`src/hw/rtl/sks_pkg.sv`:
```
// shared types and defaults for the stable key/tag sorter
package sks_pkg;

   localparam int MAX_ITEMS_DEFAULT = 64;
   localparam int KEY_WIDTH_DEFAULT = 32;
   localparam int KEY_FIELD_WIDTH   = 32;
   localparam int TAG_WIDTH         = 6;

   typedef struct packed {
      logic signed [KEY_FIELD_WIDTH-1:0] in_key;
      logic [TAG_WIDTH-1:0]              in_tag;
      logic                              in_last;
   } req_type;

   typedef struct packed {
      logic signed [KEY_FIELD_WIDTH-1:0] out_key;
      logic [TAG_WIDTH-1:0]              out_tag;
      logic                              out_last;
   } rsp_type;

   // per-cycle command to every cell of the chain
   typedef struct packed {
      logic load;    // insert the broadcast item
      logic shift;   // move every entry one cell toward the head
   } ctl_type;

endpackage

```
`src/hw/rtl/sks_cell.sv`:
```
// one cell of the insertion chain: holds a single key/tag entry
module sks_cell #(
   parameter int KEY_WIDTH = sks_pkg::KEY_WIDTH_DEFAULT
) (
   input  logic                         clock,
   input  logic                         reset,
   input  sks_pkg::ctl_type             ctl,
   input  logic [KEY_WIDTH-1:0]         new_key,
   input  logic [sks_pkg::TAG_WIDTH-1:0] new_tag,
   input  logic                         prev_ins,
   input  logic                         prev_valid,
   input  logic [KEY_WIDTH-1:0]         prev_key,
   input  logic [sks_pkg::TAG_WIDTH-1:0] prev_tag,
   input  logic                         next_valid,
   input  logic [KEY_WIDTH-1:0]         next_key,
   input  logic [sks_pkg::TAG_WIDTH-1:0] next_tag,
   output logic                         valid,
   output logic [KEY_WIDTH-1:0]         key,
   output logic [sks_pkg::TAG_WIDTH-1:0] tag,
   output logic                         ins
);

   logic                          valid_ff, valid_in;
   logic [KEY_WIDTH-1:0]          key_ff, key_in;
   logic [sks_pkg::TAG_WIDTH-1:0] tag_ff, tag_in;

   // strict compare keeps equal keys in arrival order
   assign ins = !valid_ff || ($signed(new_key) < $signed(key_ff));

   always_comb begin
      valid_in = valid_ff;
      key_in   = key_ff;
      tag_in   = tag_ff;
      if (ctl.shift) begin
         valid_in = next_valid;
         key_in   = next_key;
         tag_in   = next_tag;
      end else if (ctl.load && ins) begin
         if (prev_ins) begin
            valid_in = prev_valid;
            key_in   = prev_key;
            tag_in   = prev_tag;
         end else begin
            valid_in = 1'b1;
            key_in   = new_key;
            tag_in   = new_tag;
         end
      end
   end

   always_ff @(posedge clock) begin
      if (reset) begin
         valid_ff <= 1'b0;
      end else begin
         valid_ff <= valid_in;
      end
      key_ff <= key_in;
      tag_ff <= tag_in;
   end

   assign valid = valid_ff;
   assign key   = key_ff;
   assign tag   = tag_ff;

endmodule

```
`config.mk`:
```
export PLATFORM = sky130hd
export DESIGN_NAME = sks_cell
export DESIGN_NICKNAME = d
export VERILOG_FILES = /design/src/hw/rtl/sks_pkg.sv /design/src/hw/rtl/sks_cell.sv
export SDC_FILE = /design/constraint.sdc
export NUM_CORES = 1
export LEC_CHECK = 0
export BUFFER_PORTS_ARGS = -buffer_cell sky130_fd_sc_hd__clkbuf_2
export CORE_AREA = 3 3 88 90
export DETAILED_ROUTE_END_ITERATION = 12
export DIE_AREA = 0 0 91 93
export PLACE_DENSITY = 0.72
export SYNTH_ARGS = -nofsm -noshare
export SYNTH_HDL_FRONTEND = slang
export SYNTH_SLANG_ARGS = --single-unit
```
`constraint.sdc`:
```
create_clock -name clock -period 5 [get_ports clock]
set_input_delay 1.25 -clock clock [delete_from_list [all_inputs] [get_ports clock]]
set_output_delay 1.25 -clock clock [all_outputs]
set_load 0.05 [all_outputs]
```
==> results of run 1 <==
-- final cells by class --
class | count | area (um^2)
inverters | 33 | 124
well taps | 99 | 124
clock inverters | 3 | 38.8
repair buffers | 163 | 823
flip-flops and latches | 39 | 1160
clock buffers | 5 | 68.8
multi-input cells | 201 | 1440
fillers | 694 | 3360
-- cells in the mapped netlist, types with 3 or more instances --
cell type | count | area share [%]
sky130_fd_sc_hd__inv_1 | 33 | 4.5
sky130_fd_sc_hd__a21o_1 | 3 | 0.81
sky130_fd_sc_hd__o21ai_0 | 41 | 7.4
sky130_fd_sc_hd__nand4_1 | 4 | 0.90
sky130_fd_sc_hd__clkbuf_1 | 11 | 1.5
sky130_fd_sc_hd__nand2_1 | 47 | 6.4
sky130_fd_sc_hd__edfxtp_1 | 38 | 41
sky130_fd_sc_hd__mux2i_1 | 38 | 14
sky130_fd_sc_hd__a21oi_1 | 10 | 1.8
sky130_fd_sc_hd__ha_1 | 31 | 14
sky130_fd_sc_hd__nor2_1 | 4 | 0.54
-- flip-flops by register name, indices dropped and copies added (netlist names) --
| signal | flops |
|---|---|
| key | 32 |
| tag | 6 |
| valid | 1 |
-- metrics by stage --
stage	total power [uW]	util, %	std cells	setup WS, ns
2_1_floorplan	688	-	287	0.632
6_report	1060	52.9	543	0.298
5_1_grt	1120	52.9	543	0.144
4_1_cts	1070	52.9	543	0.274
3_3_place_gp	798	51.4	535	0.310
3_5_place_dp	807	51.4	535	0.281
-- report_power, final --
| part | switching [uW] | leakage (uW) | internal, uW |
|---|---|---|---|
| sequential | 17.0 | 0.000400 | 405 |
| combinational | 250 | 0.00156 | 124 |
| clock | 119 | 0.0000556 | 146 |
| total | 386 | 0.00201 | 675 |
-- path summary, 6_finish.rpt --
path | endpoint | slack, ns | depth (start not counted)
worst min-delay path | valid | 0.62 | 2
worst max register to register | key[11] | 1.75 | 9
worst min register to register | valid | 0.62 | 2
worst max-delay path | ins | 0.30 | 9
-- worst min-delay path, stage by stage (launching register included) --
cell                       delay (ns)
sky130_fd_sc_hd__dfxtp_1         0.34
sky130_fd_sc_hd__o211ai_1        0.14
sky130_fd_sc_hd__a31oi_1         0.10
-- cell families (layout without fill, tap and decap cells) --
group,after synthesis,count (layout),synth area share (%)
compound gates,67,67,13.8
simple gates,65,65,10.3
buf+inv,47,204,6.40
flops,39,39,41.8
mux,38,38,13.7
fa+ha+maj,31,31,14.0
-- routing by layer --
| metal | global-route usage (%) | vias up |
|---|---|---|
| li1 | - | 1339 |
| met1 | 19.6 | 1152 |
| met2 | 30.6 | 95 |
| met3 | 4.51 | 6 |
| met4 | 3.77 | 0 |
| met5 | 0 | - |
==> results.yml, run 1 <==
sta:
  worst_pin_slew_ns: 1.03
  achievable-frequency_mhz: 213
  rsz_0062_raised_after_global_routing: "false"
  time_the_final_worst_path_needs_with_i_o_delays_and_setup_ns: 4.70
  hold_viol: 0
  fin_crit_sh_pct: 94.0
  timing.max_slew.rel_slack_pct: 31.6
  finClkSkew_ns: 0.00859
  finalSetupViolCount: 0
  setup_total_neg_slack_ns: 0
  whs_ns: 0.616
  slew_violations: 0
synth:
  synth_nets: 439
  number_of_warnings_printed_during_yosys_synthesis: 0
  synthesis.instances: 287
  share_of_flip_flops_with_an_asynchronous_set_or_reset_after_synthesis_pct: 0
  synth_area_per_cell_um2: 9.67
  synth_enable_flop_cells: 38
  post_synth_instance_area_um2: 2780
  netlist-cell-type-count: 35
  synth.yosys.seq_area_share_pct: 41.8
  synth-main-ff-cell: "sky130_fd_sc_hd__edfxtp_1"
  ys_ff_latch: 39
clock_network:
  cts-resized-gates: 0
  cts-buffers-inserted: 5
  clockRootBuffer: "sky130_fd_sc_hd__clkbuf_8"
  cts_sinks: 39
  cts_setup_buffers: 0
  cts_hold_buf: 0
  tritoncts: "done"
  clock_transition_at_the_registers_of_the_reported_paths_ns: 0.08
  clk_path_buf_depth: 2
  cts_max_level: 2
  clkLatencyLatePin_ns: 0.30
floorplan:
  fp-row-count: 31
  num_io_pins: 161
  core_um2: 7140
  die_width_um: 91
  die_h_um: 93
  dieArea_um2: 8460
  initial_utilization_pct: 38.9
detailed_routing:
  met1_length_mm: 2.94
  detailroute.wirelength.met3_um: 558
  met2_wirelength_mm: 3.48
  wl_per_cell_um: 13.0
  detail-route-antenna-nets: 0
  drt-vias-per-instance: 4.77
  detail_route.wirelength_mm: 7.04
  vias: 2592
  drc: 0
  highest-signal-layer: "met4"
  detail_route.iter0.violations: 87
  dr.pass1.iters: 4
hold_path:
  min_from: "valid"
  worst_hold_path_class: "reg -> reg"
setup_path:
  critical-path-top-delay-family: "simple AND/OR/NAND/NOR gates"
  critical-path-max-stage-delay_ns: 0.54
  critical_path_arrival_ns: 3.45
  timing.critical_path.from_type: "input pin"
  crit_path_cell_chain: "clkbuf_2 -> ha_1 -> and2_4 -> a221o_1 -> a22oi_1 -> o211ai_1 -> or4b_4 -> and2_2 -> clkbuf_2"
  worstPathMaxFanout: 3
  critical_path.endpoint_type: "output pin"
  cp.required_ns: 3.75
  cp_num_buf_inv: 2
  worstReg2RegStart: "key[31]"
  timing.setup.critical_path_class: "in -> out"
  crit_top_cell: "sky130_fd_sc_hd__clkbuf_2"
  timing.critical_path.slowest_stage_cell: "sky130_fd_sc_hd__or4b_4"
  critical_path.startpoint: "new_key[19]"
global_routing:
  grt_start_max_net_pins: 79
  grt_first_pass_wirelength_mm: 11.4
  grt_overflow_total: 0
  groute.usage.overall_pct: 16.7
  number_of_antenna_violations_at_the_first_check_in_global_routing: 0
  grt_pass1_vias: 2496
power:
  irDropWorstVdd_mv: 0.116
  p_leak_uw: 0.00201
  p_per_area_nw_per_um2: 281
placed_design:
  io_buffer_count: 160
  postPlaceCellArea_um2: 3670
  globalplace.congestion: 0.726
  estimated_wirelength_of_the_detail_placed_design_mm: 5.70
cells_and_area:
  nNetsFinal: 595
  area.growth.synth_to_final_pct: 36.1
  mostFrequentLayoutCells: "sky130_fd_sc_hd__clkbuf_2, sky130_fd_sc_hd__nand2_1, sky130_fd_sc_hd__o21ai_0, sky130_fd_sc_hd__mux2i_1, sky130_fd_sc_hd__edfxtp_1"
  insertedDiodeCount: 0
  final_common_cell: "sky130_fd_sc_hd__clkbuf_2"
  drive_above_1_share_pct: 39.2
  postLayoutCellArea_um2: 3780
outcome:
  outcome: "finished clean"
run:
  max_cap_viol_count: 0
(Power assumes the default switching activity.)
==> run 2: changes to the inputs <==
REMOVE_ABC_BUFFERS = 1   (was unset)
==> run 2 against run 1 <==
Against the previous run:
- sequential power about the same
- worst hold slack improved by 0.0028 ns
- sequential share of layout area increased by 0.29 points
- non-clock buffer count decreased by 1
- routed wire length decreased by 1.9%
- clock skew decreased by 0.0061 ns
- clock power decreased by 24%
- critical endpoint unchanged
- largest cell class unchanged
==> results.yml, run 2 (synthesis gave the netlist of run 1 again) <==
outcome:
  outcome: "finished clean"
global_routing:
  grt.met1_usage_pct: 19.2
  grt_first_pass_wirelength_mm: 11.2
  global_routing_met2_resource_utilization_pct: 28.8
  grt_start_max_net_pins: 47
  grt_overflow_total: 0
  number_of_antenna_violations_at_the_first_check_in_global_routing: 0
  groute.layer.met3.usage_pct: 4.51
  busiest_layer: "met2"
  grt_pass1_vias: 2470
  groute.usage.overall_pct: 16.1
clock_network:
  clkLatencyLatePin_ns: 0.28
  cts_setup_buffers: 0
  cts-buffers-inserted: 5
  clock_transition_at_the_registers_of_the_reported_paths_ns: 0.07
  cts_max_level: 2
  cts_hold_buf: 0
  tritoncts: "done"
  clk_path_buf_depth: 2
  cts_sinks: 39
  clockRootBuffer: "sky130_fd_sc_hd__clkbuf_8"
  cts-resized-gates: 0
placed_design:
  postPlaceCellArea_um2: 3660
  io_buffer_count: 160
  place.detailed.instances: 534
  estimated_wirelength_of_the_detail_placed_design_mm: 5.75
  post-place-ws_ns: 0.280
  globalplace.congestion: 0.805
setup_path:
  worstPathMaxFanout: 3
  reg_to_reg_end: "key[12]"
  critical-path-top-delay-family: "simple AND/OR/NAND/NOR gates"
  critical-path-max-stage-delay_ns: 0.54
  length_in_cells_of_the_worst_reg_to_reg_path: 8
  worstReg2RegStart: "key[31]"
  cp_num_buf_inv: 2
  timing.critical_path.slowest_stage_cell: "sky130_fd_sc_hd__or4b_4"
  timing.setup.critical_path_class: "in -> out"
  critical_path_arrival_ns: 3.44
  reg2reg_slack_ns: 1.84
  critical_path.endpoint_type: "output pin"
  crit_path_cell_chain: "clkbuf_2 -> ha_1 -> and2_4 -> a221o_1 -> a22oi_1 -> o211ai_1 -> or4b_4 -> and2_2 -> clkbuf_2"
  cp.required_ns: 3.75
  crit_top_cell: "sky130_fd_sc_hd__clkbuf_2"
  timing.critical_path.from_type: "input pin"
floorplan:
  initial_utilization_pct: 38.9
  num_io_pins: 161
  die_h_um: 93
  die_width_um: 91
  fp-row-count: 31
  dieArea_um2: 8460
  core_um2: 7140
cells_and_area:
  largest_reg_flops: 32
  nNetsFinal: 594
  area.growth.synth_to_final_pct: 34.8
  insertedDiodeCount: 0
  drive_above_1_share_pct: 38.6
  postLayoutCellArea_um2: 3740
  mostFrequentLayoutCells: "sky130_fd_sc_hd__clkbuf_2, sky130_fd_sc_hd__nand2_1, sky130_fd_sc_hd__o21ai_0, sky130_fd_sc_hd__mux2i_1, sky130_fd_sc_hd__edfxtp_1"
  final_common_cell: "sky130_fd_sc_hd__clkbuf_2"
  final_non_filler_cells: 542
detailed_routing:
  drc: 0
  detail-route-antenna-nets: 0
  detail_route.wirelength_mm: 6.91
  drt-vias-per-instance: 4.71
  detail_route.iter0.violations: 52
  dr.pass1.iters: 4
  vias: 2551
  wl_per_cell_um: 12.7
sta:
  setup_total_neg_slack_ns: 0
  achievable-frequency_mhz: 213
  timing.max_slew.rel_slack_pct: 32.9
  worst_pin_slew_ns: 1.01
  setup_ws_ns: 0.306
  hold_viol: 0
  slew_violations: 0
  fin_crit_sh_pct: 93.9
  rsz_0062_raised_after_global_routing: "false"
  finalSetupViolCount: 0
  time_the_final_worst_path_needs_with_i_o_delays_and_setup_ns: 4.69
  finClkSkew_ns: 0.00245
power:
  irDropWorstVdd_mv: 0.0958
  p_per_area_nw_per_um2: 266
  p_leak_uw: 0.00199
  post-layout-total-power_uw: 994
run:
  max_cap_viol_count: 0
hold_path:
  worst_hold_path_class: "reg -> reg"
  hold-path-cell-count: 2
  min_from: "valid"
  worst_hold_path.endpoint: "valid"
==> run 2: cell count changes in the layout (fill, tap and decap cells not counted) <==
cell / delta
sky130_fd_sc_hd__buf_4: -1
sky130_fd_sc_hd__bufinv_16: -1
sky130_fd_sc_hd__clkbuf_1: +1
sky130_fd_sc_hd__clkinv_1: +1
sky130_fd_sc_hd__clkinv_2: -1
==> run 2: routing by layer <==
metal	vias to the layer above	wire [um]
met1	1110	2840
met4	0	75
met3	8	578
met2	99	3420
met5	-	0
li1	1334	-
==> run 2: through the flow <==
step	util, %	hold slack, ns
after floorplan	-	0.804
after global placement	51.3	0.582
after detailed placement	51.3	0.613
after CTS	52.4	0.623
after global routing	52.4	0.682
final	52.4	0.618
==> run 2: where the power goes <==
group          switching [uW]  total [uW]  internal (uW)
Clock                     105         201           95.2
Combinational             248         372            124
Sequential               17.5         422            405
==> run 2: worst max-delay path by stage <==
| stage | from | to | slack [ns] | depth (start not counted) |
|---|---|---|---|---|
| 2_1_floorplan | new_key[19] | ins | 0.63 | 7 |
| 3_5_place_dp | new_key[19] | ins | 0.28 | 9 |
| 3_3_place_gp | new_key[19] | ins | 0.30 | 9 |
| 5_1_grt | new_key[19] | ins | 0.12 | 9 |
| 4_1_cts | new_key[19] | ins | 0.27 | 9 |
| 6_report | new_key[19] | ins | 0.31 | 9 |
==> run 2: worst reg2reg max path: cells and delay by family (launching register included) <==
| family | cells | cell delay, ns |
|---|---|---|
| buffers and inverters | 1 | 0.05 |
| AOI/OAI and AO/OA | 2 | 1.10 |
| adders and majority gates | 1 | 0.33 |
| DFF | 1 | 0.34 |
| and+or+nand+nor | 4 | 0.97 |
==> run 2: final cells by class <==
class,instances,area [um^2]
sequential,39,1160
clock inverter,2,7.51
multi-input combinational,201,1440
tap,99,124
inverter,33,124
timing repair buffer,162,816
clock buffer,6,72.6
fill,709,3400
