**config.mk**
```make
export PLATFORM = sky130hd
export DESIGN_NAME = sks_ctrl
export DESIGN_NICKNAME = d
export VERILOG_FILES = /design/src/hw/rtl/sks_pkg.sv /design/src/hw/rtl/sks_ctrl.sv
export SDC_FILE = /design/constraint.sdc
export NUM_CORES = 1
export LEC_CHECK = 0
export ABC_AREA = 1
export BUFFER_PORTS_ARGS = -buffer_cell sky130_fd_sc_hd__clkbuf_2
export CAP_MARGIN = 20
export CORE_UTILIZATION = 49
export DETAILED_ROUTE_END_ITERATION = 10
export PLACE_DENSITY = 0.84
export SKIP_LAST_GASP = 1
export SLEW_MARGIN = 20
export SYNTH_ARGS = -nofsm -noshare
export SYNTH_HDL_FRONTEND = slang
export SYNTH_SLANG_ARGS = --single-unit
```
**constraint.sdc**
```tcl
create_clock -name clock -period 4.45 [get_ports clock]
set_clock_uncertainty 0.15 [all_clocks]
set_input_delay 0 -clock clock [delete_from_list [all_inputs] [get_ports clock]]
set_output_delay 0 -clock clock [all_outputs]
set_load 0.02 [all_outputs]
```
**src/hw/rtl/sks_pkg.sv**
```systemverilog
// shared types and defaults for the stable key/tag sorter
package sks_pkg;

   localparam int MAX_ITEMS_DEFAULT = 64;
   localparam int KEY_WIDTH_DEFAULT = 32;
   localparam int KEY_FIELD_WIDTH   = 32;
   localparam int TAG_WIDTH         = 6;

   typedef struct packed {
      logic signed [KEY_FIELD_WIDTH-1:0] in_key;
      logic [TAG_WIDTH-1:0]              in_tag;
      logic                              in_last;
   } req_type;

   typedef struct packed {
      logic signed [KEY_FIELD_WIDTH-1:0] out_key;
      logic [TAG_WIDTH-1:0]              out_tag;
      logic                              out_last;
   } rsp_type;

   // per-cycle command to every cell of the chain
   typedef struct packed {
      logic load;    // insert the broadcast item
      logic shift;   // move every entry one cell toward the head
   } ctl_type;

endpackage

```
**src/hw/rtl/sks_ctrl.sv**
```systemverilog
// load/drain sequencer, item count and result register
module sks_ctrl #(
   parameter int MAX_ITEMS = sks_pkg::MAX_ITEMS_DEFAULT,
   parameter int KEY_WIDTH = sks_pkg::KEY_WIDTH_DEFAULT
) (
   input  logic                          clock,
   input  logic                          reset,
   input  logic                          req_valid,
   input  logic                          req_last,
   output logic                          req_stall,
   output logic                          rsp_valid,
   input  logic                          rsp_stall,
   output sks_pkg::rsp_type              rsp_data,
   input  logic                          head_valid,
   input  logic [KEY_WIDTH-1:0]          head_key,
   input  logic [sks_pkg::TAG_WIDTH-1:0] head_tag,
   output sks_pkg::ctl_type              ctl
);

   localparam int CW = $clog2(MAX_ITEMS + 1);
   localparam logic [CW-1:0] CNT_MAX = CW'(MAX_ITEMS);
   localparam logic [CW-1:0] CNT_ONE = CW'(1);

   localparam logic ST_LOAD  = 1'b0;
   localparam logic ST_DRAIN = 1'b1;

   logic             state_ff, state_in;
   logic [CW-1:0]    cnt_ff, cnt_in;
   logic             rsp_valid_ff, rsp_valid_in;
   sks_pkg::rsp_type rsp_ff, rsp_in;
   logic             accept, fire;

   assign req_stall = (state_ff == ST_DRAIN);
   assign accept    = req_valid && !req_stall;
   assign fire      = (state_ff == ST_DRAIN) && (!rsp_valid_ff || !rsp_stall);

   assign ctl.load  = accept;
   assign ctl.shift = fire;

   always_comb begin
      state_in     = state_ff;
      cnt_in       = cnt_ff;
      rsp_in       = rsp_ff;
      rsp_valid_in = rsp_valid_ff && rsp_stall;
      case (state_ff)
         ST_LOAD: begin
            if (accept) begin
               cnt_in = cnt_ff + CNT_ONE;
               if (req_last || (cnt_in == CNT_MAX)) begin
                  state_in = ST_DRAIN;
               end
            end
         end
         ST_DRAIN: begin
            if (fire) begin
               rsp_valid_in     = 1'b1;
               rsp_in.out_key   = sks_pkg::KEY_FIELD_WIDTH'(head_key);
               rsp_in.out_tag   = head_tag;
               rsp_in.out_last  = (cnt_ff == CNT_ONE);
               cnt_in           = cnt_ff - CNT_ONE;
               if (cnt_ff == CNT_ONE) begin
                  state_in = ST_LOAD;
               end
            end
         end
         default: begin
            state_in = ST_LOAD;
         end
      endcase
   end

   always_ff @(posedge clock) begin
      if (reset) begin
         state_ff     <= ST_LOAD;
         cnt_ff       <= '0;
         rsp_valid_ff <= 1'b0;
      end else begin
         state_ff     <= state_in;
         cnt_ff       <= cnt_in;
         rsp_valid_ff <= rsp_valid_in;
      end
      rsp_ff <= rsp_in;
   end

   assign rsp_valid = rsp_valid_ff;
   assign rsp_data  = rsp_ff;

   a_drain_nonempty: assert property (@(posedge clock) disable iff (reset)
      state_ff == ST_DRAIN |-> cnt_ff != '0)
      else $error("drain with empty count");

   a_cmd_exclusive: assert property (@(posedge clock) disable iff (reset)
      !(ctl.load && ctl.shift))
      else $error("load and shift in the same cycle");

   a_head_present: assert property (@(posedge clock) disable iff (reset)
      ctl.shift |-> head_valid)
      else $error("drain read an empty head cell");

   a_final_beat: assert property (@(posedge clock) disable iff (reset)
      fire && cnt_ff == CNT_ONE |=> state_ff == ST_LOAD && cnt_ff == '0 && rsp_data.out_last)
      else $error("final beat did not close the set");

   a_close_on_full: assert property (@(posedge clock) disable iff (reset)
      accept && cnt_ff == CNT_MAX - CNT_ONE |=> state_ff == ST_DRAIN)
      else $error("full store did not close the set");

endmodule

```
==> impl_metrics.prom, run 1 <==
# TYPE chip_impl_metric gauge
chip_impl_metric{name="number_of_antenna_violations_at_the_first_check_in_global_routing",unit=""} 0
chip_impl_metric{name="post_route_cells_drive_above_1_share",unit="%"} 35.6
chip_impl_metric{name="detailedRoute.firstPassIterationCount",unit=""} 4
chip_impl_metric{name="fp_rows",unit=""} 21
chip_impl_metric{name="core_area",unit="um2"} 3470
chip_impl_metric{name="nNetsFinal",unit=""} 324
chip_impl_info{name="regToRegStartpoint",value="cnt_ff[0]"} 1
chip_impl_metric{name="timing.final.ws_setup",unit="ns"} 2.32
chip_impl_metric{name="place_congestion",unit=""} 0.876
chip_impl_metric{name="syn2layout_area_growth",unit="%"} 52.1
chip_impl_metric{name="tritoncts.num_buffers",unit=""} 5
chip_impl_info{name="synth_top_cells_by_area",value="sky130_fd_sc_hd__edfxtp_1 64%, sky130_fd_sc_hd__dfxtp_1 9.8%, sky130_fd_sc_hd__nand2_1 5.1%"} 1
chip_impl_info{name="synthDominantAreaCellType",value="sky130_fd_sc_hd__edfxtp_1"} 1
chip_impl_metric{name="wl_per_cell",unit="um"} 16.6
chip_impl_metric{name="synth_area_per_cell",unit="um2"} 12.6
chip_impl_metric{name="floorplan.die_area",unit="um2"} 4010
chip_impl_metric{name="timing.setup.tns",unit="ns"} 0
chip_impl_info{name="mostFrequentLayoutCells",value="85 x sky130_fd_sc_hd__clkbuf_2, 42 x sky130_fd_sc_hd__dlygate4sd3_1, 39 x sky130_fd_sc_hd__edfxtp_1, 25 x sky130_fd_sc_hd__nand2_1, 16 x sky130_fd_sc_hd__inv_1"} 1
chip_impl_metric{name="max_freq",unit="MHz"} 469
chip_impl_info{name="worstHoldStart",value="head_key[29]"} 1
chip_impl_metric{name="start_util",unit="%"} 53.1
chip_impl_info{name="hold_class",value="in -> reg"} 1
chip_impl_metric{name="io-pin-count",unit=""} 87
chip_impl_metric{name="clk_path_buf_depth",unit=""} 2
chip_impl_info{name="clock-root-buffer",value="sky130_fd_sc_hd__clkbuf_8"} 1
chip_impl_metric{name="post_route_cell_area",unit="um2"} 2800
chip_impl_metric{name="power_density",unit="nW/um2"} 344
chip_impl_metric{name="avgViaCountPerCell",unit=""} 5.04
chip_impl_metric{name="clkLatencyLatePin",unit="ns"} 0.30
chip_impl_metric{name="synth.net_count",unit=""} 193
chip_impl_metric{name="hpwlAfterDp",unit="um"} 2880
chip_impl_info{name="critPathLaunchType",value="flop"} 1
chip_impl_metric{name="grt_max_degree",unit=""} 36
chip_impl_metric{name="max-cap-violations",unit=""} 0
chip_impl_metric{name="num_antenna_cells",unit=""} 0
chip_impl_metric{name="dpl_worst_slack",unit="ns"} 2.59
chip_impl_metric{name="port-buffer-count",unit=""} 85
chip_impl_metric{name="gr-total-overflow",unit=""} 0
chip_impl_metric{name="worst_setup_hold_path_clk_slew",unit="ns"} 0.09
chip_impl_metric{name="synth.yosys.seq_area_share",unit="%"} 73.3
chip_impl_metric{name="worst_ep_required_time",unit="ns"} 4.30
chip_impl_metric{name="vdd_drop_max",unit="uV"} 186
chip_impl_metric{name="final_antenna_net_count",unit=""} 0
chip_impl_metric{name="quantity_of_gates_resized_following_cts",unit=""} 0
chip_impl_metric{name="tightestPinTransition",unit="ns"} 0.417
chip_impl_info{name="cts_tree",value="built"} 1
chip_impl_metric{name="slew_headroom",unit="%"} 72.2
chip_impl_metric{name="post_synth_num_cell_types",unit=""} 22
chip_impl_metric{name="finalCriticalPeriod",unit="ns"} 2.13
chip_impl_metric{name="crit_path_max_fanout",unit=""} 35
chip_impl_metric{name="clkSinkCount",unit=""} 48
chip_impl_metric{name="dr_total_vias",unit=""} 1633
chip_impl_info{name="timing.critical_path.from",value="req_stall"} 1
chip_impl_metric{name="drtIter0Drc",unit=""} 96
chip_impl_info{name="critPathCaptureType",value="output pin"} 1
chip_impl_metric{name="ctsHtreeMaxLevel",unit=""} 2
chip_impl_metric{name="yosys_register_bits",unit=""} 48
chip_impl_metric{name="power_leakage",unit="nW"} 1.25
chip_impl_info{name="layout_commonest_cell",value="sky130_fd_sc_hd__clkbuf_2"} 1
chip_impl_metric{name="data_arrival_critical_path",unit="ns"} 1.98
chip_impl_metric{name="synth.yosys.warnings",unit=""} 0
chip_impl_metric{name="drcViolationCount",unit=""} 0
chip_impl_info{name="run_status",value="finished clean"} 1
chip_impl_metric{name="finalHoldViolCount",unit=""} 0
chip_impl_metric{name="drt-total-wl",unit="um"} 5390
chip_impl_metric{name="proportion_of_netlist_area_held_by_the_largest_area_contributor",unit="%"} 63.5
chip_impl_metric{name="wire_length_of_the_first_global_routing_pass",unit="um"} 8450
chip_impl_metric{name="syn-instance-count",unit=""} 146
chip_impl_metric{name="chipWidth",unit="um"} 63.3
chip_impl_metric{name="first_global_vias",unit=""} 1615
chip_impl_metric{name="rr_worst_depth",unit=""} 9
chip_impl_metric{name="grt_usage",unit="%"} 29.1
chip_impl_metric{name="slew_violations",unit=""} 0
chip_impl_metric{name="reg2reg_setup_slack",unit="ns"} 2.35
chip_impl_metric{name="vertical_extent_of_the_die",unit="um"} 63.3
chip_impl_metric{name="finalSetupViolations",unit=""} 0
chip_impl_metric{name="final_util",unit="%"} 80.8
chip_impl_info{name="worstSetupPathType",value="reg -> out"} 1
chip_impl_metric{name="hold_slack",unit="ns"} 0.260
chip_impl_info{name="min_delay_worst_endpoint",value="rsp_data[36]"} 1
chip_impl_info{name="timing.rr.end",value="req_stall"} 1
chip_impl_metric{name="netlist_area",unit="um2"} 1840
chip_impl_info{name="unrepaired_setup_endpoints_after_global_routing",value="false"} 1
chip_impl_metric{name="timing.final.crit_share",unit="%"} 47.9
chip_impl_metric{name="dpl_cell_area",unit="um2"} 2300
chip_impl_metric{name="min_path_cells",unit=""} 2
## layer usage
metal  vias up  wire [um]  global-route usage [%]  part of all wire [%]
met5         -          0                       0                     0
li1        762          -                       -                     -
met1       743       2060                    35.5                    38
met2       109       2620                    47.3                    49
met3        19        480                    7.79                   8.9
met4         0        223                    14.5                   4.1
## power by group
part / internal (mW) / switching [mW]
registers: 0.516 / 0.0212
logic: 0.0732 / 0.101
clock network: 0.109 / 0.145
## sequential cells by signal (all words and copies together) (netlist names)
| register | cells |
|---|---|
| rsp_data | 39 |
| cnt_ff | 7 |
| req_stall | 1 |
| rsp_valid | 1 |
## worst max path at each step
stage,end,slack (ns),depth (start not counted)
after floorplan,cnt_ff[3],2.39,4
after global routing,ctl[0],2.19,4
after global placement,rsp_data[9],2.63,3
after CTS,req_stall,2.35,9
final,ctl[0],2.32,4
after detailed placement,rsp_data[9],2.59,3
## through the flow
step	power, mW	instances
5_1_grt	1.01	324
6_report	0.965	324
3_3_place_gp	0.675	274
2_1_floorplan	0.634	146
4_1_cts	0.956	324
3_5_place_dp	0.682	274
## synth_stat cells
master	number
sky130_fd_sc_hd__edfxtp_1	39
sky130_fd_sc_hd__nand2_1	25
sky130_fd_sc_hd__inv_1	16
sky130_fd_sc_hd__o21ai_0	11
sky130_fd_sc_hd__dfxtp_1	9
sky130_fd_sc_hd__nor2_1	9
sky130_fd_sc_hd__a21oi_1	8
sky130_fd_sc_hd__nand3_1	7
sky130_fd_sc_hd__ha_1	3
sky130_fd_sc_hd__nand2_2	3
sky130_fd_sc_hd__buf_4	2
sky130_fd_sc_hd__buf_6	2
sky130_fd_sc_hd__nand4_1	2
sky130_fd_sc_hd__o211ai_1	2
sky130_fd_sc_hd__a21oi_2	1
sky130_fd_sc_hd__a22oi_1	1
sky130_fd_sc_hd__clkinv_1	1
sky130_fd_sc_hd__inv_2	1
sky130_fd_sc_hd__nand3_2	1
sky130_fd_sc_hd__nor3_1	1
sky130_fd_sc_hd__o21bai_1	1
sky130_fd_sc_hd__o22ai_1	1
## layout make-up
class	count	area, um2
well taps	46	57.6
clock buffers	5	68.8
repair buffers	128	853
flip-flops and latches	48	1350
clock inverters	3	18.8
multi-input cells	76	387
inverters	18	67.6
fillers	211	664
## cell families after synthesis
logic type | after synthesis | share of synthesized area, %
buffers and inverters | 22 | 5.70
and+or+nand+nor | 48 | 11.3
adders and majority gates | 3 | 2.04
DFF | 48 | 73.3
AOI/OAI and AO/OA | 25 | 7.60
## what timing repair did
action	4_1_cts	5_1_grt
endpoints found under the hold margin	46	0
setup endpoints to repair	0	0
hold buffers	42	0
setup buffers	0	0
## critical path, cell delays in order (launching register included)
cell                       delay (ns)
sky130_fd_sc_hd__dfxtp_1         0.51
sky130_fd_sc_hd__nand2_1         0.18
sky130_fd_sc_hd__inv_1           0.28
sky130_fd_sc_hd__buf_4           0.44
sky130_fd_sc_hd__clkbuf_2        0.26
(Power assumes the default switching activity.)
==> run 2: changes to the inputs <==
ABC_AREA = 0   (was 1)
CORE_UTILIZATION = 45   (was 49)
PLACE_DENSITY = 0.78   (was 0.84)
clock period = 2.2 ns   (was 4.45 ns; I/O delays follow)
==> run 2 against run 1 <==
Net effect: critical path depth unchanged; clock power increased by 98%; worst setup slack got worse by 2.0 ns; non-clock buffer count increased by 2.
==> impl_metrics.prom, run 2 <==
# TYPE chip_impl_metric gauge
chip_impl_metric{name="worst_setup_hold_path_clk_slew",unit="ns"} 0.09
chip_impl_info{name="mostFrequentLayoutCells",value="85 x sky130_fd_sc_hd__clkbuf_2, 44 x sky130_fd_sc_hd__dlygate4sd3_1, 39 x sky130_fd_sc_hd__edfxtp_1, 8 x sky130_fd_sc_hd__nor2_1, 8 x sky130_fd_sc_hd__dfxtp_1"} 1
chip_impl_info{name="synth_top_cells_by_area",value="sky130_fd_sc_hd__edfxtp_1 65%, sky130_fd_sc_hd__dfxtp_1 10%, sky130_fd_sc_hd__mux2_2 2.5%"} 1
chip_impl_metric{name="finalSetupViolations",unit=""} 0
chip_impl_metric{name="final-instance-count-excl-fill",unit=""} 291
chip_impl_metric{name="fp_rows",unit=""} 22
chip_impl_metric{name="number_of_antenna_violations_at_the_first_check_in_global_routing",unit=""} 0
chip_impl_metric{name="finalCriticalPeriod",unit="ns"} 1.93
chip_impl_metric{name="syn-instance-count",unit=""} 111
chip_impl_info{name="run_status",value="finished clean"} 1
chip_impl_metric{name="post_route_cell_area",unit="um2"} 2810
chip_impl_metric{name="fillerInstances",unit=""} 249
chip_impl_info{name="critPathLaunchType",value="flop"} 1
chip_impl_metric{name="synth_area_per_cell",unit="um2"} 16.3
chip_impl_metric{name="power_leakage",unit="nW"} 1.17
chip_impl_metric{name="start_util",unit="%"} 48.3
chip_impl_metric{name="syn2layout_area_growth",unit="%"} 55.6
chip_impl_metric{name="synthArstFlopShare",unit="%"} 0
chip_impl_metric{name="synth.yosys.warnings",unit=""} 0
chip_impl_metric{name="vdd_drop_max",unit="uV"} 329
chip_impl_metric{name="dr_total_vias",unit=""} 1413
chip_impl_info{name="synth_common_cells",value="39 x sky130_fd_sc_hd__edfxtp_1, 9 x sky130_fd_sc_hd__dfxtp_1, 8 x sky130_fd_sc_hd__nor2_1"} 1
chip_impl_metric{name="gr-total-overflow",unit=""} 0
chip_impl_info{name="clock-root-buffer",value="sky130_fd_sc_hd__clkbuf_8"} 1
chip_impl_info{name="hold_class",value="in -> reg"} 1
chip_impl_info{name="unrepaired_setup_endpoints_after_global_routing",value="false"} 1
chip_impl_metric{name="hpwlAfterDp",unit="um"} 2840
chip_impl_metric{name="core_area",unit="um2"} 3740
chip_impl_metric{name="ctsHtreeMaxLevel",unit=""} 2
chip_impl_metric{name="synth.net_count",unit=""} 158
chip_impl_metric{name="crit_path_max_fanout",unit=""} 10
chip_impl_metric{name="slew_violations",unit=""} 0
chip_impl_metric{name="drt-total-wl",unit="um"} 4450
chip_impl_metric{name="grt_usage",unit="%"} 22.0
chip_impl_metric{name="worst_ep_required_time",unit="ns"} 2.25
chip_impl_metric{name="nNetsFinal",unit=""} 289
chip_impl_metric{name="synth_enable_flop_cells",unit=""} 39
chip_impl_metric{name="post_route_cells_drive_above_1_share",unit="%"} 43.6
chip_impl_metric{name="clk_path_buf_depth",unit=""} 2
chip_impl_metric{name="post_synth_num_cell_types",unit=""} 35
chip_impl_metric{name="wire_length_of_the_first_global_routing_pass",unit="um"} 6590
chip_impl_metric{name="dpl_cell_area",unit="um2"} 2280
chip_impl_metric{name="vertical_extent_of_the_die",unit="um"} 65.4
chip_impl_metric{name="yosys_register_bits",unit=""} 48
chip_impl_info{name="layout_commonest_cell",value="sky130_fd_sc_hd__clkbuf_2"} 1
chip_impl_metric{name="wl_per_cell",unit="um"} 15.3
chip_impl_metric{name="final_antenna_net_count",unit=""} 0
chip_impl_metric{name="drtIter0Drc",unit=""} 106
chip_impl_metric{name="num_antenna_cells",unit=""} 0
chip_impl_metric{name="power_density",unit="nW/um2"} 674
chip_impl_info{name="crit_family",value="simple AND/OR/NAND/NOR gates"} 1
chip_impl_metric{name="slew_headroom",unit="%"} 57.9
chip_impl_metric{name="tritoncts.num_buffers",unit=""} 5
chip_impl_metric{name="max_stage_delay",unit="ns"} 0.51
chip_impl_info{name="timing.critical_path.cells",value="nor2b_1 > nand2_1 > o32ai_1 > mux2_2"} 1
chip_impl_metric{name="proportion_of_netlist_area_held_by_the_largest_area_contributor",unit="%"} 64.8
chip_impl_info{name="critPathCaptureType",value="flop"} 1
chip_impl_metric{name="hold_slack",unit="ns"} 0.260
chip_impl_info{name="synthDominantAreaCellType",value="sky130_fd_sc_hd__edfxtp_1"} 1
chip_impl_metric{name="critical_path_buf_inv_count",unit=""} 0
chip_impl_metric{name="detailedRoute.firstPassIterationCount",unit=""} 4
chip_impl_metric{name="place_congestion",unit=""} 0.884
chip_impl_metric{name="chipWidth",unit="um"} 65.4
chip_impl_metric{name="io-pin-count",unit=""} 87
chip_impl_metric{name="postCtsSetupBuffers",unit=""} 0
chip_impl_metric{name="place.detailed.instances",unit=""} 239
chip_impl_metric{name="timing.final.crit_share",unit="%"} 87.6
chip_impl_metric{name="synth.yosys.seq_area_share",unit="%"} 74.8
chip_impl_info{name="worstSetupPathType",value="reg -> reg"} 1
chip_impl_info{name="critical_path.slowest_cell",value="sky130_fd_sc_hd__nor2b_1"} 1
chip_impl_metric{name="max_freq",unit="MHz"} 519
chip_impl_info{name="leading_register_cell_type_out_of_synthesis",value="sky130_fd_sc_hd__edfxtp_1"} 1
chip_impl_metric{name="max-cap-violations",unit=""} 0
chip_impl_metric{name="port-buffer-count",unit=""} 85
chip_impl_metric{name="grt_max_degree",unit=""} 38
chip_impl_metric{name="netlist_area",unit="um2"} 1810
chip_impl_metric{name="final_util",unit="%"} 75.1
chip_impl_metric{name="first_global_vias",unit=""} 1384
chip_impl_metric{name="avgViaCountPerCell",unit=""} 4.86
chip_impl_metric{name="finalHoldViolCount",unit=""} 0
chip_impl_metric{name="largest_register_ff_count",unit=""} 39
chip_impl_metric{name="data_arrival_critical_path",unit="ns"} 1.97
chip_impl_info{name="synthMostInstantiatedCell",value="sky130_fd_sc_hd__edfxtp_1"} 1
chip_impl_metric{name="floorplan.die_area",unit="um2"} 4270
chip_impl_metric{name="clkSinkCount",unit=""} 48
chip_impl_metric{name="clkLatencyLatePin",unit="ns"} 0.30
chip_impl_metric{name="timing.setup.tns",unit="ns"} 0
chip_impl_metric{name="drcViolationCount",unit=""} 0
chip_impl_metric{name="tightestPinTransition",unit="ns"} 0.631
chip_impl_info{name="cts_tree",value="built"} 1
## run 2: changes by cell type in the layout (fill, tap and decap cells not counted), sizes merged, moves of 5 or more
cell	delta
nand2	-26
inv	-15
o21ai	-7
nand3	-6
a21oi	-5
nor2b	+5
## run 2: stage by stage
| stage | worst slack (ns) | total power [mW] |
|---|---|---|
| after floorplan | -0.0761 | 1.24 |
| after global placement | 0.402 | 1.33 |
| after detailed placement | 0.303 | 1.35 |
| after CTS | 0.281 | 1.91 |
| after global routing | 0.144 | 1.98 |
| final | 0.272 | 1.90 |
## run 2: metal layers
layer	track usage [%]	up-vias	wire length, um
met5	0	-	0
met4	7.88	0	89
met3	6.77	10	326
met2	40.9	63	2400
met1	23.1	663	1640
li1	-	677	-
## run 2: what timing repair did
item / CTS / global route
gates resized for setup: 0 / 0
endpoints found under the hold margin: 48 / 0
hold buffers: 44 / 0
## run 2: final timing paths
check	start	end	slack, ns	cells after the start
worst max-delay path	req_stall	cnt_ff[3]	0.27	4
worst min-delay path	head_key[11]	rsp_data[18]	0.26	2
worst max register to register	req_stall	cnt_ff[3]	0.27	4
worst min register to register	cnt_ff[6]	cnt_ff[6]	0.46	2
## run 2: report_power, final
group	switching [mW]	total [mW]	internal (mW)
Clock	0.281	0.501	0.219
Sequential	0.0353	1.08	1.04
Combinational	0.163	0.315	0.152
Total	0.480	1.90	1.42
## run 2: kinds of logic (layout without fill, tap and decap cells)
logic type      after synthesis  in the layout  share of synthesized area [%]
xor+xnor                      2              2                          0.970
flops                        48             48                           74.8
fa+ha+maj                     3              3                           2.08
simple gates                 29             29                           10.2
buf+inv                       8            140                           2.22
compound gates               17             17                           7.27
mux                           4              4                           2.49
## run 2: final cells by class
cell class                 count  area [um2]  share of cell area [%]
sequential                    48        1360                    48.2
clock inverter                 3        18.8                   0.668
multi-input combinational     55         415                    14.8
clock buffer                   5        68.8                    2.45
inverter                       2        7.51                   0.267
tap                           48        60.1                    2.14
timing repair buffer         130         886                    31.5
